`config.mk`:
```
export PLATFORM = sky130hd
export DESIGN_NAME = lcd_window_update_packetizer
export DESIGN_NICKNAME = d
export VERILOG_FILES = /design/src/hw/rtl/lwup_pkg.sv /design/src/hw/rtl/lwup_out_reg.sv /design/src/hw/rtl/lwup_core.sv /design/src/hw/rtl/lcd_window_update_packetizer.sv
export SDC_FILE = /design/constraint.sdc
export NUM_CORES = 1
export LEC_CHECK = 0
export BUFFER_PORTS_ARGS = -buffer_cell sky130_fd_sc_hd__clkbuf_2
export CAP_MARGIN = 5
export CORE_ASPECT_RATIO = 0.7
export CORE_UTILIZATION = 62
export CTS_CLUSTER_SIZE = 20
export DETAILED_ROUTE_END_ITERATION = 16
export MAX_ROUTING_LAYER = met4
export PLACE_DENSITY = 0.91
export SYNTH_ARGS = -nofsm -noshare
export SYNTH_HDL_FRONTEND = slang
export SYNTH_SLANG_ARGS = --single-unit
export TNS_END_PERCENT = 20
```
`constraint.sdc`:
```
create_clock -name i_clk -period 12.85 [get_ports i_clk]
set_input_delay 0.6425 -clock i_clk [delete_from_list [all_inputs] [get_ports i_clk]]
set_output_delay 0.6425 -clock i_clk [all_outputs]
set_load 0.005 [all_outputs]
```
`src/hw/rtl/lwup_pkg.sv`:
```
`timescale 1ns / 1ps
// Shared types, codes and constants of the LCD window update packetizer.
// No dependencies; imported by every module of the block.
package lwup_pkg;

    localparam int COORD_W = 9;
    localparam int PIX_W   = 16;
    localparam int IDX_W   = 4;

    // Clamp limit for the exclusive column and row bounds.
    localparam logic [COORD_W-1:0] PANEL_LONG_SIDE = 9'd480;

    localparam logic [7:0] PFX_CMD   = 8'h11;
    localparam logic [7:0] PFX_DATA  = 8'h15;
    localparam logic [7:0] PFX_RESET = 8'h00;

    localparam logic [7:0] CMD_COL_SET   = 8'h2A;
    localparam logic [7:0] CMD_PAGE_SET  = 8'h2B;
    localparam logic [7:0] CMD_MEM_WRITE = 8'h2C;
    localparam logic [7:0] CMD_MADCTL    = 8'h36;

    // Packet counts per item kind.
    localparam logic [IDX_W-1:0] NPKT_NONE  = 4'd0;
    localparam logic [IDX_W-1:0] NPKT_ONE   = 4'd1;
    localparam logic [IDX_W-1:0] NPKT_TWO   = 4'd2;
    localparam logic [IDX_W-1:0] NPKT_FLUSH = 4'd11;

    // Register indexes of the configuration port.
    localparam logic REG_DISPLAY_ENABLED = 1'b0;
    localparam logic REG_ROTATION_INDEX  = 1'b1;

    typedef enum logic [2:0] {
        OP_DAMAGE   = 3'd0,
        OP_FLUSH    = 3'd1,
        OP_PIXEL    = 3'd2,
        OP_ROTATION = 3'd3,
        OP_RESET    = 3'd4
    } t_opcode;

    typedef struct packed {
        logic [PIX_W-1:0]   pixel_value;
        logic [COORD_W-1:0] y_end;
        logic [COORD_W-1:0] x_end;
        logic [COORD_W-1:0] y_start;
        logic [COORD_W-1:0] x_start;
        t_opcode            opcode;
    } t_item;

    typedef struct packed {
        logic [7:0] packet_prefix;
        logic [7:0] byte_high;
        logic [7:0] byte_low;
        logic       last_packet;
        logic       window_complete;
    } t_pkt;

    function automatic logic [7:0] rot_code(input logic [1:0] idx);
        logic [7:0] code;
        unique case (idx)
            2'd0:    code = 8'h0A;
            2'd1:    code = 8'h6A;
            2'd2:    code = 8'hCA;
            default: code = 8'hAA;
        endcase
        return code;
    endfunction

endpackage

```
`src/hw/rtl/lwup_out_reg.sv`:
```
`timescale 1ns / 1ps
// Output register of the packetizer: holds one packet beat for the stream sink.
// Depends on lwup_pkg for the packet struct.
module lwup_out_reg (
    input  logic          i_clk,
    input  logic          i_rst_n,
    input  logic          i_pkt_valid,
    input  lwup_pkg::t_pkt i_pkt,
    output logic          o_ready,
    output logic          o_valid,
    output lwup_pkg::t_pkt o_pkt,
    input  logic          i_sink_ready
);
    import lwup_pkg::*;

    logic r_valid;
    t_pkt r_pkt;

    assign o_ready = !r_valid || i_sink_ready;

    always_ff @(posedge i_clk) begin
        if (!i_rst_n) begin
            r_valid <= 1'b0;
        end else if (o_ready) begin
            r_valid <= i_pkt_valid;
        end
    end

    // Load a new beat whenever the held one is gone or taken this cycle.
    always_ff @(posedge i_clk) begin
        if (o_ready && i_pkt_valid) begin
            r_pkt <= i_pkt;
        end
    end

    assign o_valid = r_valid;
    assign o_pkt   = r_pkt;

endmodule

```
`src/hw/rtl/lwup_core.sv`:
```
`timescale 1ns / 1ps
// Item register, dirty rectangle and pixel window state, and packet sequencer.
// Depends on lwup_pkg for item and packet types and packet codes.
module lwup_core (
    input  logic           i_clk,
    input  logic           i_rst_n,
    input  logic           i_display_enabled,
    input  logic [1:0]     i_rotation_index,
    input  logic           i_item_valid,
    input  lwup_pkg::t_item i_item,
    output logic           o_item_ready,
    output logic           o_pkt_valid,
    output lwup_pkg::t_pkt  o_pkt,
    input  logic           i_pkt_ready
);
    import lwup_pkg::*;

    logic               r_busy;
    t_item              r_item;
    logic [IDX_W-1:0]   r_idx;

    logic [COORD_W-1:0] r_pend_xs, r_pend_ys, r_pend_xe, r_pend_ye;
    logic               r_pend_valid;
    logic [COORD_W-1:0] r_win_left, r_win_right, r_win_bottom;
    logic [COORD_W-1:0] r_cur_col, r_cur_row;
    logic               r_win_open;

    logic [COORD_W-1:0] n_pend_xs, n_pend_ys, n_pend_xe, n_pend_ye;
    logic               n_pend_valid;
    logic [COORD_W-1:0] n_win_left, n_win_right, n_win_bottom;
    logic [COORD_W-1:0] n_cur_col, n_cur_row;
    logic               n_win_open;

    logic [COORD_W-1:0] xe_c, ye_c, x_last, y_last, col_inc, row_inc;
    logic [IDX_W-1:0]   npkts;
    logic               is_last, step, finish, pix_done;
    t_pkt               pkt;

    assign xe_c   = (r_item.x_end > PANEL_LONG_SIDE) ? PANEL_LONG_SIDE : r_item.x_end;
    assign ye_c   = (r_item.y_end > PANEL_LONG_SIDE) ? PANEL_LONG_SIDE : r_item.y_end;
    assign x_last = r_pend_xe - 9'd1;
    assign y_last = r_pend_ye - 9'd1;
    assign col_inc = r_cur_col + 9'd1;
    assign row_inc = r_cur_row + 9'd1;
    assign pix_done = r_win_open && (col_inc >= r_win_right) && (row_inc >= r_win_bottom);

    always_comb begin
        unique case (r_item.opcode)
            OP_FLUSH:    npkts = (i_display_enabled && r_pend_valid) ? NPKT_FLUSH : NPKT_NONE;
            OP_PIXEL:    npkts = NPKT_ONE;
            OP_ROTATION: npkts = NPKT_TWO;
            OP_RESET:    npkts = NPKT_TWO;
            default:     npkts = NPKT_NONE;
        endcase
    end

    assign is_last     = (r_idx == npkts - 4'd1);
    assign o_pkt_valid = r_busy && (npkts != NPKT_NONE);
    assign step        = r_busy && ((npkts == NPKT_NONE) || i_pkt_ready);
    assign finish      = step && ((npkts == NPKT_NONE) || is_last);
    assign o_item_ready = !r_busy || finish;

    // Packet for the current sequencer position.
    always_comb begin
        pkt = '0;
        pkt.last_packet = is_last;
        unique case (r_item.opcode)
            OP_FLUSH: begin
                pkt.packet_prefix = PFX_DATA;
                unique case (r_idx)
                    4'd0: begin
                        pkt.packet_prefix = PFX_CMD;
                        pkt.byte_low      = CMD_COL_SET;
                    end
                    4'd1: pkt.byte_low = {7'd0, r_pend_xs[8]};
                    4'd2: pkt.byte_low = r_pend_xs[7:0];
                    4'd3: pkt.byte_low = {7'd0, x_last[8]};
                    4'd4: pkt.byte_low = x_last[7:0];
                    4'd5: begin
                        pkt.packet_prefix = PFX_CMD;
                        pkt.byte_low      = CMD_PAGE_SET;
                    end
                    4'd6: pkt.byte_low = {7'd0, r_pend_ys[8]};
                    4'd7: pkt.byte_low = r_pend_ys[7:0];
                    4'd8: pkt.byte_low = {7'd0, y_last[8]};
                    4'd9: pkt.byte_low = y_last[7:0];
                    default: begin
                        pkt.packet_prefix = PFX_CMD;
                        pkt.byte_low      = CMD_MEM_WRITE;
                    end
                endcase
            end
            OP_PIXEL: begin
                pkt.packet_prefix   = PFX_DATA;
                pkt.byte_high       = r_item.pixel_value[15:8];
                pkt.byte_low        = r_item.pixel_value[7:0];
                pkt.window_complete = pix_done;
            end
            OP_ROTATION: begin
                if (r_idx == 4'd0) begin
                    pkt.packet_prefix = PFX_CMD;
                    pkt.byte_low      = CMD_MADCTL;
                end else begin
                    pkt.packet_prefix = PFX_DATA;
                    pkt.byte_low      = rot_code(i_rotation_index);
                end
            end
            default: begin
                pkt.packet_prefix = PFX_RESET;
                pkt.byte_high     = (r_idx == 4'd0) ? 8'h01 : 8'h00;
            end
        endcase
    end

    assign o_pkt = pkt;

    // State changes take effect when the item retires.
    always_comb begin
        n_pend_xs    = r_pend_xs;
        n_pend_ys    = r_pend_ys;
        n_pend_xe    = r_pend_xe;
        n_pend_ye    = r_pend_ye;
        n_pend_valid = r_pend_valid;
        n_win_left   = r_win_left;
        n_win_right  = r_win_right;
        n_win_bottom = r_win_bottom;
        n_cur_col    = r_cur_col;
        n_cur_row    = r_cur_row;
        n_win_open   = r_win_open;
        if (finish) begin
            unique case (r_item.opcode)
                OP_DAMAGE: begin
                    if (i_display_enabled && (xe_c > r_item.x_start)
                            && (ye_c > r_item.y_start)) begin
                        if (r_pend_valid) begin
                            if (r_item.x_start < r_pend_xs) n_pend_xs = r_item.x_start;
                            if (r_item.y_start < r_pend_ys) n_pend_ys = r_item.y_start;
                            if (xe_c > r_pend_xe) n_pend_xe = xe_c;
                            if (ye_c > r_pend_ye) n_pend_ye = ye_c;
                        end else begin
                            n_pend_xs    = r_item.x_start;
                            n_pend_ys    = r_item.y_start;
                            n_pend_xe    = xe_c;
                            n_pend_ye    = ye_c;
                            n_pend_valid = 1'b1;
                        end
                    end
                end
                OP_FLUSH: begin
                    if (npkts != NPKT_NONE) begin
                        n_pend_valid = 1'b0;
                        n_win_left   = r_pend_xs;
                        n_win_right  = r_pend_xe;
                        n_win_bottom = r_pend_ye;
                        n_cur_col    = r_pend_xs;
                        n_cur_row    = r_pend_ys;
                        n_win_open   = 1'b1;
                    end
                end
                OP_PIXEL: begin
                    if (r_win_open) begin
                        if (col_inc >= r_win_right) begin
                            n_cur_col = r_win_left;
                            n_cur_row = row_inc;
                            if (row_inc >= r_win_bottom) n_win_open = 1'b0;
                        end else begin
                            n_cur_col = col_inc;
                        end
                    end
                end
                default: begin
                end
            endcase
        end
    end

    always_ff @(posedge i_clk) begin
        if (!i_rst_n) begin
            r_busy       <= 1'b0;
            r_idx        <= '0;
            r_pend_xs    <= '0;
            r_pend_ys    <= '0;
            r_pend_xe    <= '0;
            r_pend_ye    <= '0;
            r_pend_valid <= 1'b0;
            r_win_left   <= '0;
            r_win_right  <= '0;
            r_win_bottom <= '0;
            r_cur_col    <= '0;
            r_cur_row    <= '0;
            r_win_open   <= 1'b0;
        end else begin
            r_pend_xs    <= n_pend_xs;
            r_pend_ys    <= n_pend_ys;
            r_pend_xe    <= n_pend_xe;
            r_pend_ye    <= n_pend_ye;
            r_pend_valid <= n_pend_valid;
            r_win_left   <= n_win_left;
            r_win_right  <= n_win_right;
            r_win_bottom <= n_win_bottom;
            r_cur_col    <= n_cur_col;
            r_cur_row    <= n_cur_row;
            r_win_open   <= n_win_open;
            if (o_item_ready) begin
                r_busy <= i_item_valid;
                r_idx  <= '0;
            end else if (step) begin
                r_idx <= r_idx + 4'd1;
            end
        end
    end

    always_ff @(posedge i_clk) begin
        if (o_item_ready && i_item_valid) begin
            r_item <= i_item;
        end
    end

endmodule

```
`src/hw/rtl/lcd_window_update_packetizer.sv`:
```
`timescale 1ns / 1ps
// LCD window update packetizer: configuration registers, item register and packet output.
// Depends on lwup_pkg, lwup_core and lwup_out_reg.
//
// Each accepted item sits in the item register until it has made its packets, one packet
// per cycle while the sink keeps up: pixel items make one packet each and stream back to
// back, rotation and panel-reset items make two, a flush that sends its window makes
// eleven, and damage items, ignored items and unknown opcodes make none. The packet
// sequencer in the core sets these counts; a registered output stage holds the current
// beat, so an item retires, and the next is accepted, when its last packet is loaded
// into that stage rather than when the sink takes it. Damage and flush are ignored while
// display_enabled is zero. Registers: display_enabled at byte address 0, rotation_index
// at byte address 4; write them only while the block is idle.
module lcd_window_update_packetizer (
    input  logic        i_clk,
    input  logic        i_rst_n,
    // APB configuration port
    input  logic        psel,
    input  logic        penable,
    input  logic        pwrite,
    input  logic [2:0]  paddr,
    input  logic [31:0] pwdata,
    output logic [31:0] prdata,
    output logic        pready,
    // input items
    input  logic        s_axis_tvalid,
    output logic        s_axis_tready,
    // opcode[2:0], x_start[11:3], y_start[20:12], x_end[29:21], y_end[38:30],
    // pixel_value[54:39], zero pad[55]
    input  logic [55:0] s_axis_tdata,
    // packets
    output logic        m_axis_tvalid,
    input  logic        m_axis_tready,
    // packet_prefix[7:0], byte_high[15:8], byte_low[23:16]
    output logic [23:0] m_axis_tdata,
    output logic        m_axis_tlast,
    // window_complete[0]
    output logic        m_axis_tuser
);
    import lwup_pkg::*;

    logic       r_display_enabled;
    logic [1:0] r_rotation_index;
    logic       cfg_wr;
    t_item      item;
    logic       pkt_valid, pkt_ready, out_valid;
    t_pkt       pkt, out_pkt;

    assign pready = 1'b1;
    assign cfg_wr = psel && penable && pwrite && pready;

    always_ff @(posedge i_clk) begin
        if (!i_rst_n) begin
            r_display_enabled <= 1'b0;
            r_rotation_index  <= 2'd3;
        end else if (cfg_wr) begin
            if (paddr[2] == REG_DISPLAY_ENABLED) begin
                r_display_enabled <= pwdata[0];
            end else begin
                r_rotation_index <= pwdata[1:0];
            end
        end
    end

    always_comb begin
        if (paddr[2] == REG_ROTATION_INDEX) begin
            prdata = {30'd0, r_rotation_index};
        end else begin
            prdata = {31'd0, r_display_enabled};
        end
    end

    assign item.opcode      = t_opcode'(s_axis_tdata[2:0]);
    assign item.x_start     = s_axis_tdata[11:3];
    assign item.y_start     = s_axis_tdata[20:12];
    assign item.x_end       = s_axis_tdata[29:21];
    assign item.y_end       = s_axis_tdata[38:30];
    assign item.pixel_value = s_axis_tdata[54:39];

    lwup_core u_core (
        .i_clk             (i_clk),
        .i_rst_n           (i_rst_n),
        .i_display_enabled (r_display_enabled),
        .i_rotation_index  (r_rotation_index),
        .i_item_valid      (s_axis_tvalid),
        .i_item            (item),
        .o_item_ready      (s_axis_tready),
        .o_pkt_valid       (pkt_valid),
        .o_pkt             (pkt),
        .i_pkt_ready       (pkt_ready)
    );

    lwup_out_reg u_out_reg (
        .i_clk        (i_clk),
        .i_rst_n      (i_rst_n),
        .i_pkt_valid  (pkt_valid),
        .i_pkt        (pkt),
        .o_ready      (pkt_ready),
        .o_valid      (out_valid),
        .o_pkt        (out_pkt),
        .i_sink_ready (m_axis_tready)
    );

    assign m_axis_tvalid = out_valid;
    assign m_axis_tdata  = {out_pkt.byte_low, out_pkt.byte_high, out_pkt.packet_prefix};
    assign m_axis_tlast  = out_pkt.last_packet;
    assign m_axis_tuser  = out_pkt.window_complete;

endmodule
```
==> results.yml <==
run_status:
  run_status: "completed"
sta:
  max_freq_mhz: 203
  finalSetupViolCount: 0
  relSlewSlack: 0.172
  skew_ns: 0.00900
  fin_crit_ns: 4.91
  tns_ns: 0
  rsz0062_at_grt: "false"
  hold_viol: 0
  finalCritPeriodShare: 0.382
  slew_viol_final: 0
  worstMarginPinSlew_ns: 1.21
clocking:
  post-cts-setup-buffers: 0
  clockRootBuffer: "clkbuf_16"
  cts_tree: "done"
  cts_buffers: 17
  cts_htree_levels: 4
  post_cts_resized: 0
  clk_path_buf_depth: 2
  clk_pin_slew_ns: 0.07
  cts_hold_buf: 0
  clk_latency_ns: 0.44
  cts.sinks: 167
synthesis:
  ys_seq_area_frac: 0.425
  ys_ff_latch: 167
  synth_cell_types: 61
  yosysWarnings: 0
  async_reset_ff_frac: 0
  synth_edf_count: 75
  syn_inst: 1036
  ys.flop_type: "dfxtp_1"
  synth_top_area_cell: "edfxtp_1"
  syn-cell-area_um2: 9640
  yosys.area.top_type_share: 0.234
  avgSynthCellArea_um2: 9.30
  synth_area_leaders: "edfxtp_1 23%, dfxtp_1 19%, ha_1 11%"
finish:
  fillers: 1051
  syn2layout_area_growth_pct: 9.97
  nets: 1279
  mostFrequentLayoutCells: "144 x nand2_1, 92 x dfxtp_1, 88 x clkbuf_2, 85 x inv_1, 83 x ha_1"
  antenna_cells: 0
  final_area_um2: 10600
  drive_gt1_frac: 0.127
  ff_latch_area_um2: 4090
  multi_input_area_um2: 4870
  final_common_cell: "nand2_1"
floorplanning:
  pin_count: 159
  die_w_um: 151
  start_util: 0.644
  dieArea_um2: 16100
  rows: 37
  die_h_um: 106
  core_um2: 15000
route:
  wl_per_cell_um: 17.3
  drcViolationCount: 0
  drt_pre_antenna_iters: 6
  num_vias: 7712
  vias_per_cell: 5.91
  wl_um: 22600
  drt-initial-drc-count: 737
  ant_nets: 0
power_and_ir_drop:
  power.switching_mw: 0.294
  combPwrFrac: 0.077
  p_seq_frac: 0.490
  finalPower_mw: 1.19
  power_density_nw_per_um2: 112
  pwr-share-clk: 0.432
  leakage_nw: 4.28
  peakVddDrop_v: 0.000102
  switching_share: 0.247
  intPower_mw: 0.898
worst_setup_path:
  cp_top_family: "simple AND/OR/NAND/NOR gates"
  critPathMaxFanout: 14
  cp.required_ns: 13.20
  cp-start-kind: "register"
  critPathSlowestCell: "or4_1"
  cpPeakStageDelay_ns: 0.90
  crit_chain: "clkinv_1 > a211oi_1 > a21oi_1 > ha_1 > or3b_1 > a211o_1 > a221oi_4 > o21ai_2 > or4_1 > nor3_4 > mux2i_1"
  path_buf_inv: 1
  crit_type: "register to register"
  arrival_ns: 5.27
  endpoint_kind: "register"
placed_design:
  gp_congestion: 0.967
  place_area_um2: 10000
  io_buffers: 89
  hpwl_um: 16000
min_path:
  hp-class: "input pin to register"
global_routing:
  grt_usage: 0.301
  grt_overflow: 0
  grt_pass1_wl_um: 35600
  grt_pass1_vias: 7079
  antenna_found_initial: 0
  grt_max_degree: 90
flow_run:
  cap_violations: 0
-- registers in the layout (all words and copies together) (netlist names), 2 cells and up --
name                 count
u_core.r_win_right       9
u_core.r_cur_row         9
r_rotation_index         2
u_core.r_pend_ye         9
u_core.r_pend_xe         9
u_core.r_win_left        9
u_core.r_pend_xs         9
u_out_reg.o_pkt         20
u_core.r_win_bottom      9
u_core.r_idx             4
u_core.r_cur_col         9
u_core.r_item           55
u_core.r_pend_ys         9
-- worst register-to-register path, delay by kind of cell, from the launching register on --
kind                       cells  cell delay (ns)
and+or+nand+nor                3             1.94
AOI/OAI and AO/OA              5             1.29
adders and majority gates      1             0.27
buffers and inverters          1             0.38
muxes                          1             0.30
DFF                            1             0.66
-- metal layers --
metal	part of all wire	GRT usage	vias to the layer above
met5	0	-	-
met4	0.022	0.104	0
met2	0.45	0.446	360
li1	-	-	3661
met3	0.091	0.0730	53
met1	0.44	0.404	3638
-- cells in the mapped netlist, drive strengths merged, types with 12 or more instances --
library cell	count
a21oi	50
nand2	144
clkbuf	42
nor2	40
o21ai	54
dfxtp	92
nand3	28
nor2b	19
edfxtp	75
ha	83
o22ai	14
and2	40
nand4	12
mux2i	47
nand2b	15
a31oi	13
nor3	17
buf	42
inv	85
xnor2	27
-- through the flow --
stage,util,std cells,setup slack [ns],hold WS (ns)
4_1_cts,0.709,1306,8.02,0.365
3_5_place_dp,0.669,1274,8.16,0.456
2_1_floorplan,-,1070,8.58,0.435
6_report,0.709,1306,7.94,0.376
3_3_place_gp,0.669,1274,8.36,0.443
5_1_grt,0.709,1306,7.75,0.364
-- power groups by stage --
stage / clock, mW / combinational (mW) / sequential [mW]
2_1_floorplan: 0 / 0.0699 / 0.590
3_3_place_gp: 0 / 0.0836 / 0.595
3_5_place_dp: 0 / 0.0889 / 0.595
4_1_cts: 0.519 / 0.0907 / 0.584
5_1_grt: 0.539 / 0.103 / 0.585
6_report: 0.515 / 0.0921 / 0.585
-- cell type report --
cell class / count / share of cell area
clock inverter: 15 / 0.0157
multi-input combinational: 733 / 0.459
tap: 195 / 0.0230
inverter: 86 / 0.0305
clock buffer: 17 / 0.0401
sequential: 167 / 0.386
timing repair buffer: 93 / 0.0451
-- final timing paths --
check	from	to	slack, ns	cells past startpoint
worst max-delay path	u_core.r_item[0]	u_core.r_pend_ye[8]	7.94	11
worst min-delay path	s_axis_tdata[16]	u_core.r_item[16]	0.38	1
worst max register to register	u_core.r_item[0]	u_core.r_pend_ye[8]	7.94	11
worst min register to register	u_core.r_pend_xe[8]	u_core.r_pend_xe[8]	0.47	2
-- cells by family after synthesis --
family | synth area share
AOI/OAI and AO/OA | 0.123
xor gates and xnor gates | 0.0291
adders and majority gates | 0.108
buffers and inverters | 0.0837
DFF | 0.425
muxes | 0.0535
other | 0.000779
and+or+nand+nor | 0.177
Note: power is estimated with default switching activity, not from simulation.
